[config.mk]
export PLATFORM = sky130hd
export DESIGN_NAME = alarm_clock_controller
export DESIGN_NICKNAME = d
export VERILOG_FILES = /design/src/rtl/acc_pkg.sv /design/src/rtl/acc_in_stage.sv /design/src/rtl/acc_core.sv /design/src/rtl/acc_out_stage.sv /design/src/rtl/alarm_clock_controller.sv
export SDC_FILE = /design/constraint.sdc
export NUM_CORES = 1
export LEC_CHECK = 0
export ABC_AREA = 1
export CAP_MARGIN = 30
export CORE_MARGIN = 8
export CORE_UTILIZATION = 40
export CTS_CLUSTER_DIAMETER = 40
export CTS_CLUSTER_SIZE = 14
export DETAILED_ROUTE_END_ITERATION = 12
export DONT_BUFFER_PORTS = 1
export SYNTH_ARGS = -nofsm -noshare
export SYNTH_HDL_FRONTEND = slang
export SYNTH_SLANG_ARGS = --single-unit
[constraint.sdc]
create_clock -name clock -period 15.18 [get_ports clock]
set_clock_uncertainty 0.2 [all_clocks]
set_input_delay 0.759 -clock clock [delete_from_list [all_inputs] [get_ports clock]]
set_output_delay 0.759 -clock clock [all_outputs]
set_load 0.03 [all_outputs]
[src/rtl/acc_pkg.sv]
// Package for the alarm clock controller: request/response types, codes and digit helpers.
`default_nettype none

package acc_pkg;

   // Event codes carried in the func field
   localparam logic [2:0] FUNC_TICK   = 3'd0;
   localparam logic [2:0] FUNC_MENU   = 3'd1;
   localparam logic [2:0] FUNC_SELECT = 3'd2;
   localparam logic [2:0] FUNC_UP     = 3'd3;
   localparam logic [2:0] FUNC_SERIAL = 3'd4;

   // Digit selected for editing
   localparam logic [1:0] DIGIT_UNITS = 2'd0;
   localparam logic [1:0] DIGIT_TENS  = 2'd1;
   localparam logic [1:0] DIGIT_HOUR  = 2'd2;

   // LED patterns
   localparam logic [5:0] LED_OFF  = 6'd0;
   localparam logic [5:0] LED_EDIT = 6'd8;
   localparam logic [5:0] LED_TENS = 6'd16;
   localparam logic [5:0] LED_HOUR = 6'd32;

   localparam logic [6:0] SEG_ZERO = 7'h40;

   localparam logic [4:0] HOUR_MAX   = 5'd23;
   localparam logic [5:0] MINUTE_MAX = 6'd59;
   localparam logic [5:0] SECOND_MAX = 6'd59;

   typedef enum logic [1:0] {
      MODE_RUN   = 2'd0,
      MODE_ALARM = 2'd1,
      MODE_TIME  = 2'd2
   } mode_type;

   typedef struct packed {
      logic [2:0] func;
      logic [4:0] set_hour;
      logic [5:0] set_minute;
   } req_type;

   typedef struct packed {
      logic [6:0] seg_hour_tens;
      logic [6:0] seg_hour_units;
      logic [6:0] seg_minute_tens;
      logic [6:0] seg_minute_units;
      logic [5:0] led_pattern;
      logic       alarm_fire;
   } rsp_type;

   typedef struct packed {
      logic [4:0] hour;
      logic [5:0] minute;
   } hm_type;

   // Digit codes, left to right
   typedef logic [0:3][6:0] codes_type;

   function automatic logic [6:0] seg_code(input logic [3:0] digit);
      logic [6:0] code;
      case (digit)
         4'd0: code = 7'h40;
         4'd1: code = 7'h79;
         4'd2: code = 7'h24;
         4'd3: code = 7'h30;
         4'd4: code = 7'h19;
         4'd5: code = 7'h12;
         4'd6: code = 7'h02;
         4'd7: code = 7'h78;
         4'd8: code = 7'h00;
         4'd9: code = 7'h18;
         default: code = SEG_ZERO;
      endcase
      return code;
   endfunction

   // Tens digit of a value below 60
   function automatic logic [3:0] tens_of(input logic [5:0] v);
      logic [3:0] t;
      if (v >= 6'd50) t = 4'd5;
      else if (v >= 6'd40) t = 4'd4;
      else if (v >= 6'd30) t = 4'd3;
      else if (v >= 6'd20) t = 4'd2;
      else if (v >= 6'd10) t = 4'd1;
      else t = 4'd0;
      return t;
   endfunction

   function automatic logic [3:0] units_of(input logic [5:0] v);
      logic [5:0] base;
      logic [5:0] diff;
      case (tens_of(v))
         4'd1: base = 6'd10;
         4'd2: base = 6'd20;
         4'd3: base = 6'd30;
         4'd4: base = 6'd40;
         4'd5: base = 6'd50;
         default: base = 6'd0;
      endcase
      diff = v - base;
      return diff[3:0];
   endfunction

   function automatic codes_type show_hm(input hm_type t);
      codes_type  codes;
      logic [5:0] hx;
      hx = {1'b0, t.hour};
      codes[0] = seg_code(tens_of(hx));
      codes[1] = seg_code(units_of(hx));
      codes[2] = seg_code(tens_of(t.minute));
      codes[3] = seg_code(units_of(t.minute));
      return codes;
   endfunction

   // Up-button edit of the selected digit; index two (DIGIT_HOUR) or above edits the hour
   function automatic hm_type bump(input hm_type t, input logic [1:0] digit);
      hm_type r;
      r = t;
      case (digit)
         DIGIT_UNITS: begin
            // units wrap inside their tens
            if (units_of(t.minute) == 4'd9) r.minute = t.minute - 6'd9;
            else r.minute = t.minute + 6'd1;
         end
         DIGIT_TENS: begin
            if (t.minute >= 6'd50) r.minute = {2'b00, units_of(t.minute)};
            else r.minute = t.minute + 6'd10;
         end
         default: begin
            if (t.hour >= HOUR_MAX) r.hour = 5'd0;
            else r.hour = t.hour + 5'd1;
         end
      endcase
      return r;
   endfunction

endpackage

`default_nettype wire

[src/rtl/acc_in_stage.sv]
// Input register stage for the alarm clock controller.
`default_nettype none

module acc_in_stage (
   input  wire logic            clock,
   input  wire logic            reset,
   input  wire logic            req_valid,
   output logic                 req_stall,
   input  wire acc_pkg::req_type req_data,
   input  wire logic            fwd_ready,
   output logic                 item_valid,
   output acc_pkg::req_type     item
);

   logic             valid_ff, valid_in;
   acc_pkg::req_type item_ff, item_in;

   assign req_stall = valid_ff && !fwd_ready;

   always_comb begin
      valid_in = req_stall ? 1'b1 : req_valid;
      item_in  = req_stall ? item_ff : req_data;
   end

   always_ff @(posedge clock) begin
      if (reset) begin
         valid_ff <= 1'b0;
      end else begin
         valid_ff <= valid_in;
      end
   end

   always_ff @(posedge clock) begin
      item_ff <= item_in;
   end

   assign item_valid = valid_ff;
   assign item       = item_ff;

endmodule

`default_nettype wire

[src/rtl/acc_core.sv]
// Clock state and per-request update logic for the alarm clock controller.
`default_nettype none

module acc_core (
   input  wire logic             clock,
   input  wire logic             reset,
   input  wire logic             step,
   input  wire acc_pkg::req_type item,
   output acc_pkg::rsp_type      result
);

   logic [5:0]         sec_ff, sec_in;
   acc_pkg::hm_type    time_ff, time_in;
   acc_pkg::hm_type    aedit_ff, aedit_in;
   acc_pkg::hm_type    amatch_ff, amatch_in;
   acc_pkg::mode_type  mode_ff, mode_in;
   logic [1:0]         digit_ff, digit_in;
   acc_pkg::codes_type codes_ff, codes_in;
   logic [5:0]         led_ff, led_in;
   logic               fire;
   acc_pkg::hm_type    tick_time;
   acc_pkg::hm_type    serial_time;

   always_comb begin
      // time after a minute rollover
      tick_time = time_ff;
      if (time_ff.minute >= acc_pkg::MINUTE_MAX) begin
         tick_time.minute = 6'd0;
         if (time_ff.hour >= acc_pkg::HOUR_MAX) tick_time.hour = 5'd0;
         else tick_time.hour = time_ff.hour + 5'd1;
      end else begin
         tick_time.minute = time_ff.minute + 6'd1;
      end

      serial_time.hour   = (item.set_hour > acc_pkg::HOUR_MAX) ?
                           acc_pkg::HOUR_MAX : item.set_hour;
      serial_time.minute = (item.set_minute > acc_pkg::MINUTE_MAX) ?
                           acc_pkg::MINUTE_MAX : item.set_minute;
   end

   always_comb begin
      sec_in    = sec_ff;
      time_in   = time_ff;
      aedit_in  = aedit_ff;
      amatch_in = amatch_ff;
      mode_in   = mode_ff;
      digit_in  = digit_ff;
      codes_in  = codes_ff;
      led_in    = led_ff;
      fire      = 1'b0;

      case (item.func)
         acc_pkg::FUNC_TICK: begin
            if (sec_ff >= acc_pkg::SECOND_MAX) begin
               sec_in   = 6'd0;
               time_in  = tick_time;
               codes_in = acc_pkg::show_hm(tick_time);
               if (tick_time == amatch_ff) begin
                  fire   = 1'b1;
                  led_in = acc_pkg::LED_OFF;
               end
            end else begin
               sec_in = sec_ff + 6'd1;
            end
         end
         acc_pkg::FUNC_MENU: begin
            case (mode_ff)
               acc_pkg::MODE_RUN: begin
                  mode_in  = acc_pkg::MODE_ALARM;
                  codes_in = acc_pkg::show_hm(amatch_ff);
                  led_in   = acc_pkg::LED_EDIT;
               end
               acc_pkg::MODE_ALARM: begin
                  mode_in  = acc_pkg::MODE_TIME;
                  codes_in = acc_pkg::show_hm(time_ff);
                  led_in   = acc_pkg::LED_EDIT;
               end
               default: begin
                  // leaving time edit keeps the digits as they are
                  mode_in = acc_pkg::MODE_RUN;
                  led_in  = acc_pkg::LED_OFF;
               end
            endcase
         end
         acc_pkg::FUNC_SELECT: begin
            if (mode_ff != acc_pkg::MODE_RUN) begin
               case (digit_ff)
                  acc_pkg::DIGIT_UNITS: begin
                     digit_in = acc_pkg::DIGIT_TENS;
                     led_in   = acc_pkg::LED_TENS;
                  end
                  acc_pkg::DIGIT_TENS: begin
                     digit_in = acc_pkg::DIGIT_HOUR;
                     led_in   = acc_pkg::LED_HOUR;
                  end
                  default: begin
                     digit_in = acc_pkg::DIGIT_UNITS;
                     led_in   = acc_pkg::LED_EDIT;
                  end
               endcase
            end else begin
               led_in = acc_pkg::LED_OFF;
            end
         end
         acc_pkg::FUNC_UP: begin
            case (mode_ff)
               acc_pkg::MODE_TIME: begin
                  time_in  = acc_pkg::bump(time_ff, digit_ff);
                  sec_in   = 6'd0;
                  codes_in = acc_pkg::show_hm(time_in);
               end
               acc_pkg::MODE_ALARM: begin
                  aedit_in  = acc_pkg::bump(aedit_ff, digit_ff);
                  amatch_in = aedit_in;
                  codes_in  = acc_pkg::show_hm(aedit_in);
               end
               default: begin
               end
            endcase
         end
         acc_pkg::FUNC_SERIAL: begin
            amatch_in = serial_time;
         end
         default: begin
         end
      endcase
   end

   always_ff @(posedge clock) begin
      if (reset) begin
         sec_ff    <= 6'd0;
         time_ff   <= '0;
         aedit_ff  <= '0;
         amatch_ff <= '0;
         mode_ff   <= acc_pkg::MODE_RUN;
         digit_ff  <= acc_pkg::DIGIT_UNITS;
         codes_ff  <= {4{acc_pkg::SEG_ZERO}};
         led_ff    <= acc_pkg::LED_OFF;
      end else if (step) begin
         sec_ff    <= sec_in;
         time_ff   <= time_in;
         aedit_ff  <= aedit_in;
         amatch_ff <= amatch_in;
         mode_ff   <= mode_in;
         digit_ff  <= digit_in;
         codes_ff  <= codes_in;
         led_ff    <= led_in;
      end
   end

   always_comb begin
      result.seg_hour_tens    = codes_in[0];
      result.seg_hour_units   = codes_in[1];
      result.seg_minute_tens  = codes_in[2];
      result.seg_minute_units = codes_in[3];
      result.led_pattern      = led_in;
      result.alarm_fire       = fire;
   end

endmodule

`default_nettype wire

[src/rtl/acc_out_stage.sv]
// Output register stage for the alarm clock controller.
`default_nettype none

module acc_out_stage (
   input  wire logic             clock,
   input  wire logic             reset,
   input  wire logic             load_valid,
   input  wire acc_pkg::rsp_type load_data,
   output logic                  ready,
   output logic                  rsp_valid,
   input  wire logic             rsp_stall,
   output acc_pkg::rsp_type      rsp_data
);

   logic             valid_ff, valid_in;
   acc_pkg::rsp_type data_ff, data_in;

   assign ready = !valid_ff || !rsp_stall;

   always_comb begin
      valid_in = ready ? load_valid : valid_ff;
      data_in  = ready ? load_data : data_ff;
   end

   always_ff @(posedge clock) begin
      if (reset) begin
         valid_ff <= 1'b0;
      end else begin
         valid_ff <= valid_in;
      end
   end

   always_ff @(posedge clock) begin
      data_ff <= data_in;
   end

   assign rsp_valid = valid_ff;
   assign rsp_data  = data_ff;

endmodule

`default_nettype wire

[src/rtl/alarm_clock_controller.sv]
// Top level of the 24-hour alarm clock controller.
// Each request carries one event in func: second tick, menu button, select
// button, up button or a serial alarm-time load (set_hour/set_minute).
// Each request yields exactly one response: the four active-low digit codes
// now on the display, the LED pattern and an alarm_fire flag that is
// set on the tick that rolls the clock onto the alarm minute.
// Channels use valid/stall; a transfer happens on a clock edge with valid high
// and stall low. A request is held in an input register while the clock state
// updates from it, and its response is loaded into the output register on the
// same edge as the state update; one request per cycle is sustained while
// rsp_stall is low. The state update is a single pass of small counter logic.
// When rsp_stall is high the response holds and the input register fills;
// req_stall then rises and stays high until the response is taken.
// Synchronous reset clears both stages, sets the time, alarm and mode to zero
// (run mode) and the display to all zero digits.
`default_nettype none

module alarm_clock_controller (
   input  wire logic             clock,
   input  wire logic             reset,
   input  wire logic             req_valid,
   output logic                  req_stall,
   input  wire acc_pkg::req_type req_data,
   output logic                  rsp_valid,
   input  wire logic             rsp_stall,
   output acc_pkg::rsp_type      rsp_data
);

   logic             out_ready;
   logic             item_valid;
   acc_pkg::req_type item;
   logic             step;
   acc_pkg::rsp_type result;

   assign step = item_valid && out_ready;

   acc_in_stage u_in (
      .clock      (clock),
      .reset      (reset),
      .req_valid  (req_valid),
      .req_stall  (req_stall),
      .req_data   (req_data),
      .fwd_ready  (out_ready),
      .item_valid (item_valid),
      .item       (item)
   );

   acc_core u_core (
      .clock  (clock),
      .reset  (reset),
      .step   (step),
      .item   (item),
      .result (result)
   );

   acc_out_stage u_out (
      .clock      (clock),
      .reset      (reset),
      .load_valid (item_valid),
      .load_data  (result),
      .ready      (out_ready),
      .rsp_valid  (rsp_valid),
      .rsp_stall  (rsp_stall),
      .rsp_data   (rsp_data)
   );

endmodule

`default_nettype wire

# Word-level counts from Yosys, hierarchy flattened
# Memory sizes are Yosys's and may differ from the RTL's.
# Cells that the tools add are included.
[word_totals]
register_bits = 128
latchBits = 0
ramBits = 0
romBits = 2240
in_bits = 18
out_inout_bits = 37
wordCells = 414
mem_count = 20
[op_classes]
addsub = 23
n_mul = 0
n_div = 0
magnitude_cmp = 61
n_eq_ne = 83
n_shift = 0
mux = 181
bitwise_logic = 0
reduce_logical = 21
[mem_list]
columns = ["memory", "depth", "word_bits", "rd", "rd_clocked_by_memory_dff", "wr", "line", "rtl"]
rows = [
  ["(name not given)", 16, 7, 1, 0, 0, "acc_pkg.sv:61", "case (digit)"],
  ["(name not given)", 16, 7, 1, 0, 0, "acc_pkg.sv:61", ""],
  ["(name not given)", 16, 7, 1, 0, 0, "acc_pkg.sv:61", ""],
  ["(name not given)", 16, 7, 1, 0, 0, "acc_pkg.sv:61", ""],
  ["(name not given)", 16, 7, 1, 0, 0, "acc_pkg.sv:61", ""],
  ["(name not given)", 16, 7, 1, 0, 0, "acc_pkg.sv:61", ""],
  ["14 more memories", "n/a", "n/a", "n/a", "n/a", "n/a", "n/a", ""],
]
[ops]
columns = ["op", "count"]
rows = [
  ["4-bit 2-to-1 mux", 113],
  ["4-bit one-hot mux with 5 select lines", 14],
  ["4-bit by 2-bit equality test with 1-bit output, second input constant", 28],
  ["4-bit by 3-bit equality test with 1-bit output, second input constant", 28],
  ["28-bit one-hot mux with 2 select lines", 2],
  ["6-bit 2-to-1 mux", 15],
  ["6-bit >= comparator, second input constant", 14],
  ["28-bit one-hot mux with 3 select lines", 1],
  ["6-bit by 5-bit >= comparator with 1-bit output, second input constant", 12],
  ["5-bit >= comparator, second input constant", 12],
  ["5-bit by 6-bit >= comparator with 1-bit output, second input constant", 10],
  ["4-bit by 1-bit equality test with 1-bit output, second input constant", 14],
  ["4-bit subtractor", 14],
  ["5-bit 2-to-1 mux", 10],
  ["6-bit one-hot mux with 2 select lines", 4],
  ["11-bit one-hot mux with 2 select lines", 2],
  ["6-bit by 4-bit >= comparator with 1-bit output, second input constant", 6],
  ["11-bit 2-to-1 mux", 3],
  ["28-bit 2-to-1 mux", 1],
  ["5-bit by 4-bit >= comparator with 1-bit output, second input constant", 5],
  ["6-bit by 1-bit adder with 6-bit output, second input constant", 3],
  ["6-bit one-hot mux with 3 select lines", 1],
  ["1-bit 2-to-1 mux", 13],
  ["6-bit by 4-bit adder with 6-bit output, second input constant", 2],
  ["other kinds (24)", 42],
]

# Depth between registers and ports, before layout
# An unclocked memory read counts as a cell.
[depth]
word_depth = 36
mapped_depth = 49
mapped_depth_nobuf = 49

# By module
# From an unflattened synthesis, not the netlist that was laid out.
[unflattened]
cells_unflattened = 1757
area_unflattened_um2 = 11967.7
[modules_own_cells]
columns = ["module", "n_inst", "cells_per_inst", "area_each_um2", "seq_area_each_um2"]
rows = [
  ["acc_core", 1, 1696, 10403.7, 1541.5],
  ["acc_out_stage", 1, 39, 1089.8, 1071.0],
  ["acc_in_stage", 1, 20, 466.7, 440.4],
  ["alarm_clock_controller", 1, 2, 7.5, 0.0],
]

# Worst setup path before layout
# No wires, ideal clock.
[synth_timing]
path_kind = "flip-flop to flip-flop"
startpoint = "register u_core.time_ff[0] (netlist name)"
endpoint = "register u_out.data_ff (netlist bit u_out.rsp_data[13]), data pin"
setup_ns = 0.267
arrival_ns = 6.077
required_time_ns = 14.713
slack_ns = 8.636
stages_incl_launch_ff = 44
path_buffers = 0
period_less_slack_ns = 6.544
cell_sequence = "dfxtp_1 -> inv_1 -> ha_1 -> nor2_1 -> a21oi_1 -> o21ai_0 -> o2111ai_1 -> a21oi_1 -> inv_1 -> ha_1 -> inv_1 -> o21ai_0 -> ha_1 -> inv_1 -> fa_1 -> inv_1 -> nand2_1 -> inv_1 -> [8 not listed] -> o21ai_0 -> nand2_1 -> a21oi_1 -> inv_1 -> ha_1 -> inv_1 -> o21ai_0 -> ha_1 -> inv_1 -> fa_1 -> inv_1 -> or2_2 -> o21ai_0 -> nand3_1 -> nand3_2 -> nand3_1 -> nand2_1 -> nand3b_2"
[synth_rtl]
columns = ["element", "line", "rtl"]
rows = [
  ["start: declaration", "acc_core.sv:13", "acc_pkg::hm_type time_ff, time_in;"],
  ["start signal: assignment", "acc_core.sv:141", "time_ff <= time_in;"],
  ["end signal: assignment", "acc_out_stage.sv:34", "data_ff <= data_in;"],
  ["end: declaration", "acc_out_stage.sv:16", "acc_pkg::rsp_type data_ff, data_in;"],
]

==> flow_summary.ini <==
[grt]
grt_max_degree = 48
grt-ovfl-total = 0
antenna_found_initial = 0
grt_use_total = 0.2070
grt_pass1_vias = 10625
grt_pass1_wl_um = 59190

[setup_path]
timing.rr.start = u_core.time_ff[3]$_SDFFE_PP0P_
ff2ff_path_depth = 44
critPathMostFrequentCell = inv_1
cp-end-kind = register
arrival_ns = 7.43
startpoint = u_core.time_ff[3]$_SDFFE_PP0P_
r2r_slack_ns = 7.72
cp-start-kind = register
r2r-end = u_out.rsp_data[13]$_DFFE_PN_
path_depth = 44
path_max_fanout = 15
slowest_delay_ns = 0.73
cp_slowest_cell = dfxtp_1
critPathBufInv = 12
criticalPathCategory = register to register
cp.required_ns = 15.15
cp_top_family = adder cells
crit_end = u_out.rsp_data[13]$_DFFE_PN_

[synth]
yosysWarnings = 0
ys_ff_latch = 128
synth_area_um2 = 11970
synth_most_common_cell = nand2_1
yosys_most_used_dff = dfxtp_1
synth_area_leaders = dfxtp_1 13%, edfxtp_1 12%, ha_1 12%
syn_inst = 1719
synthSimpleGateAreaFrac = 0.2471
synth_compound_area_frac = 0.2220
synth_nets = 1863
ys_types = 69
muxShareOfSynthArea = 0
synth_top_family_by_area = simple AND/OR/NAND/NOR gates
syn_avg_cell_area_um2 = 6.961
synth_top_area_frac = 0.1322
synth_top_area_cell = dfxtp_1
ys_seq_area_frac = 0.2551
synth_fa_ha_area_frac = 0.1393
synth_common_cells = 327 x nand2_1, 263 x inv_1, 159 x o21ai_0
synthXorXnorAreaFrac = 0.01736
synth_edf_count = 49
async_flop_share = 0

[timing]
clock.fmax_mhz = 134.1
setup_viol = 0
fin_crit_ns = 7.456
final-hold-violation-count = 0
worst_pin_slew_ns = 0.9610
slew_violations = 0
grt_setup_unrepaired = false
post-route-period-util = 0.4912
finalSetupTns_ns = 0
slew_headroom = 0.3578

[finish]
fin_area_um2 = 12950
antenna_cells = 0
drive_gt1_frac = 0.07602
syn_to_final_growth_pct = 8.250
final_net_count = 1841

[clocking]
cts_resized = 0
htree_levels = 4
cts.clk_slew.worst_paths_ns = 0.07
clkSinkCount = 128
cts-root-buf = clkbuf_16
insertion_delay_ns = 0.43
numCtsBuffers = 17
cts_hold_buf = 0
cts_tree = built
cts_max_path_buffers = 2
postCtsSetupRepairBufs = 0

[detailed_routing]
via_per_inst = 5.490
wl_per_cell_um = 17.83
drcViolationCount = 0
via_count = 11528
drt_first_iter_violations = 1102
routed_wl_um = 37450
dr.pass1.iters = 6
ant_nets = 0

[placed_design]
place_hpwl_um = 28630
gp_congestion = 0.9355
io_buffers = 0
placed_area_um2 = 12280

[floorplan]
rows = 63
initial_core_util = 0.4048
core_um2 = 29560
dieArea_um2 = 35710
die_w_um = 189.0
ios = 55
fp.dieH_um = 189.0

[power]
p_total_mw = 1.009
power.density_nw_per_um2 = 77.92
ir_drop_uv = 67.97
p_leak_nw = 5.969

[hold_path]
hold_depth = 1
hold_path_class = input pin to register

[outcome]
status = finished clean

[run]
drv_cap = 0
-- metal layers --
layer	up-vias	GRT usage	wire (um)
met3	49	0.04673	2936
met4	0	0.05743	846
li1	5703	-	-
met2	418	0.3035	15480
met5	-	0	0
met1	5358	0.2985	18190
-- flip-flops by register name (all words and copies together) (netlist names) --
name / flops
u_core.digit_ff: 2
u_in.item: 14
u_core.sec_ff: 6
u_out.rsp_data: 35
u_in.item_valid: 1
u_core.codes_ff: 28
u_core.amatch_ff: 11
u_out.rsp_valid: 1
u_core.aedit_ff: 11
u_core.time_ff: 11
u_core.mode_ff: 2
u_core.led_ff: 6
-- cell usage in the layout, fill, tap and decap left out, types with 13 or more instances in the layout --
cell	n
dfxtp_1	79
nand2_1	326
o21ai_0	159
clkbuf_16	17
ha_1	114
o211ai_1	39
a21oi_1	140
o22ai_1	13
o21ai_1	15
nor2_1	122
nand4_1	20
edfxtp_1	49
nand2_2	15
inv_1	263
xor2_1	17
nand3_1	116
-- worst register-to-register path: cells and delay by family, from the launching register on --
kind / cells / cell delay, ns
buffers and inverters: 12 / 1.36
AOI/OAI and AO/OA: 10 / 1.33
and+or+nand+nor: 16 / 1.73
DFF: 1 / 0.73
adders and majority gates: 6 / 1.88
-- per-stage QoR --
stage	cells	hold WS [ns]	util	setup slack (ns)
2_1_floorplan	1719	0.2286	-	8.636
3_3_place_gp	2062	0.2376	0.4119	8.102
3_5_place_dp	2068	0.2484	0.4156	7.775
4_1_cts	2100	0.1866	0.4382	7.782
5_1_grt	2100	0.1870	0.4382	7.013
6_report	2100	0.2011	0.4382	7.724
-- final cells by class --
| class | instances | area, um2 |
|---|---|---|
| Sequential cell | 128 | 3053 |
| Clock buffer | 19 | 432.9 |
| Inverter | 278 | 1056 |
| Timing Repair Buffer | 17 | 192.7 |
| Multi-Input combinational cell | 1255 | 7495 |
| Clock inverter | 13 | 236.5 |
| Tap cell | 390 | 488.0 |
| Fill cell | 3063 | 16610 |
-- worst min path at each step --
| stage | startpoint | to | slack (ns) |
|---|---|---|---|
| finish | reset | u_core.time_ff[1]$_SDFFE_PP0P_ | 0.20 |
| global route | reset | u_core.digit_ff[0]$_SDFFE_PP0P_ | 0.19 |
| CTS | reset | u_core.digit_ff[0]$_SDFFE_PP0P_ | 0.19 |
| detailed placement | u_core.led_ff[1]$_SDFFE_PP0P_ | u_core.led_ff[1]$_SDFFE_PP0P_ | 0.25 |
| global placement | u_core.codes_ff[22]$_SDFFE_PP0P_ | u_core.codes_ff[22]$_SDFFE_PP0P_ | 0.24 |
| floorplan | u_core.codes_ff[22]$_SDFFE_PP0P_ | u_core.codes_ff[22]$_SDFFE_PP0P_ | 0.23 |
-- kinds of logic after synthesis --
family / Yosys count
simple gates: 659
flops: 128
xor+xnor: 22
compound gates: 448
fa+ha+maj: 126
buf+inv: 336
-- power breakdown --
part / switching [mW] / internal (mW) / leakage, nW
combinational: 0.0824 / 0.0368 / 4.46
clock: 0.170 / 0.309 / 0.321
sequential: 0.0332 / 0.378 / 1.19
total: 0.285 / 0.724 / 5.97
No activity file was read; power rests on OpenSTA's default activity.
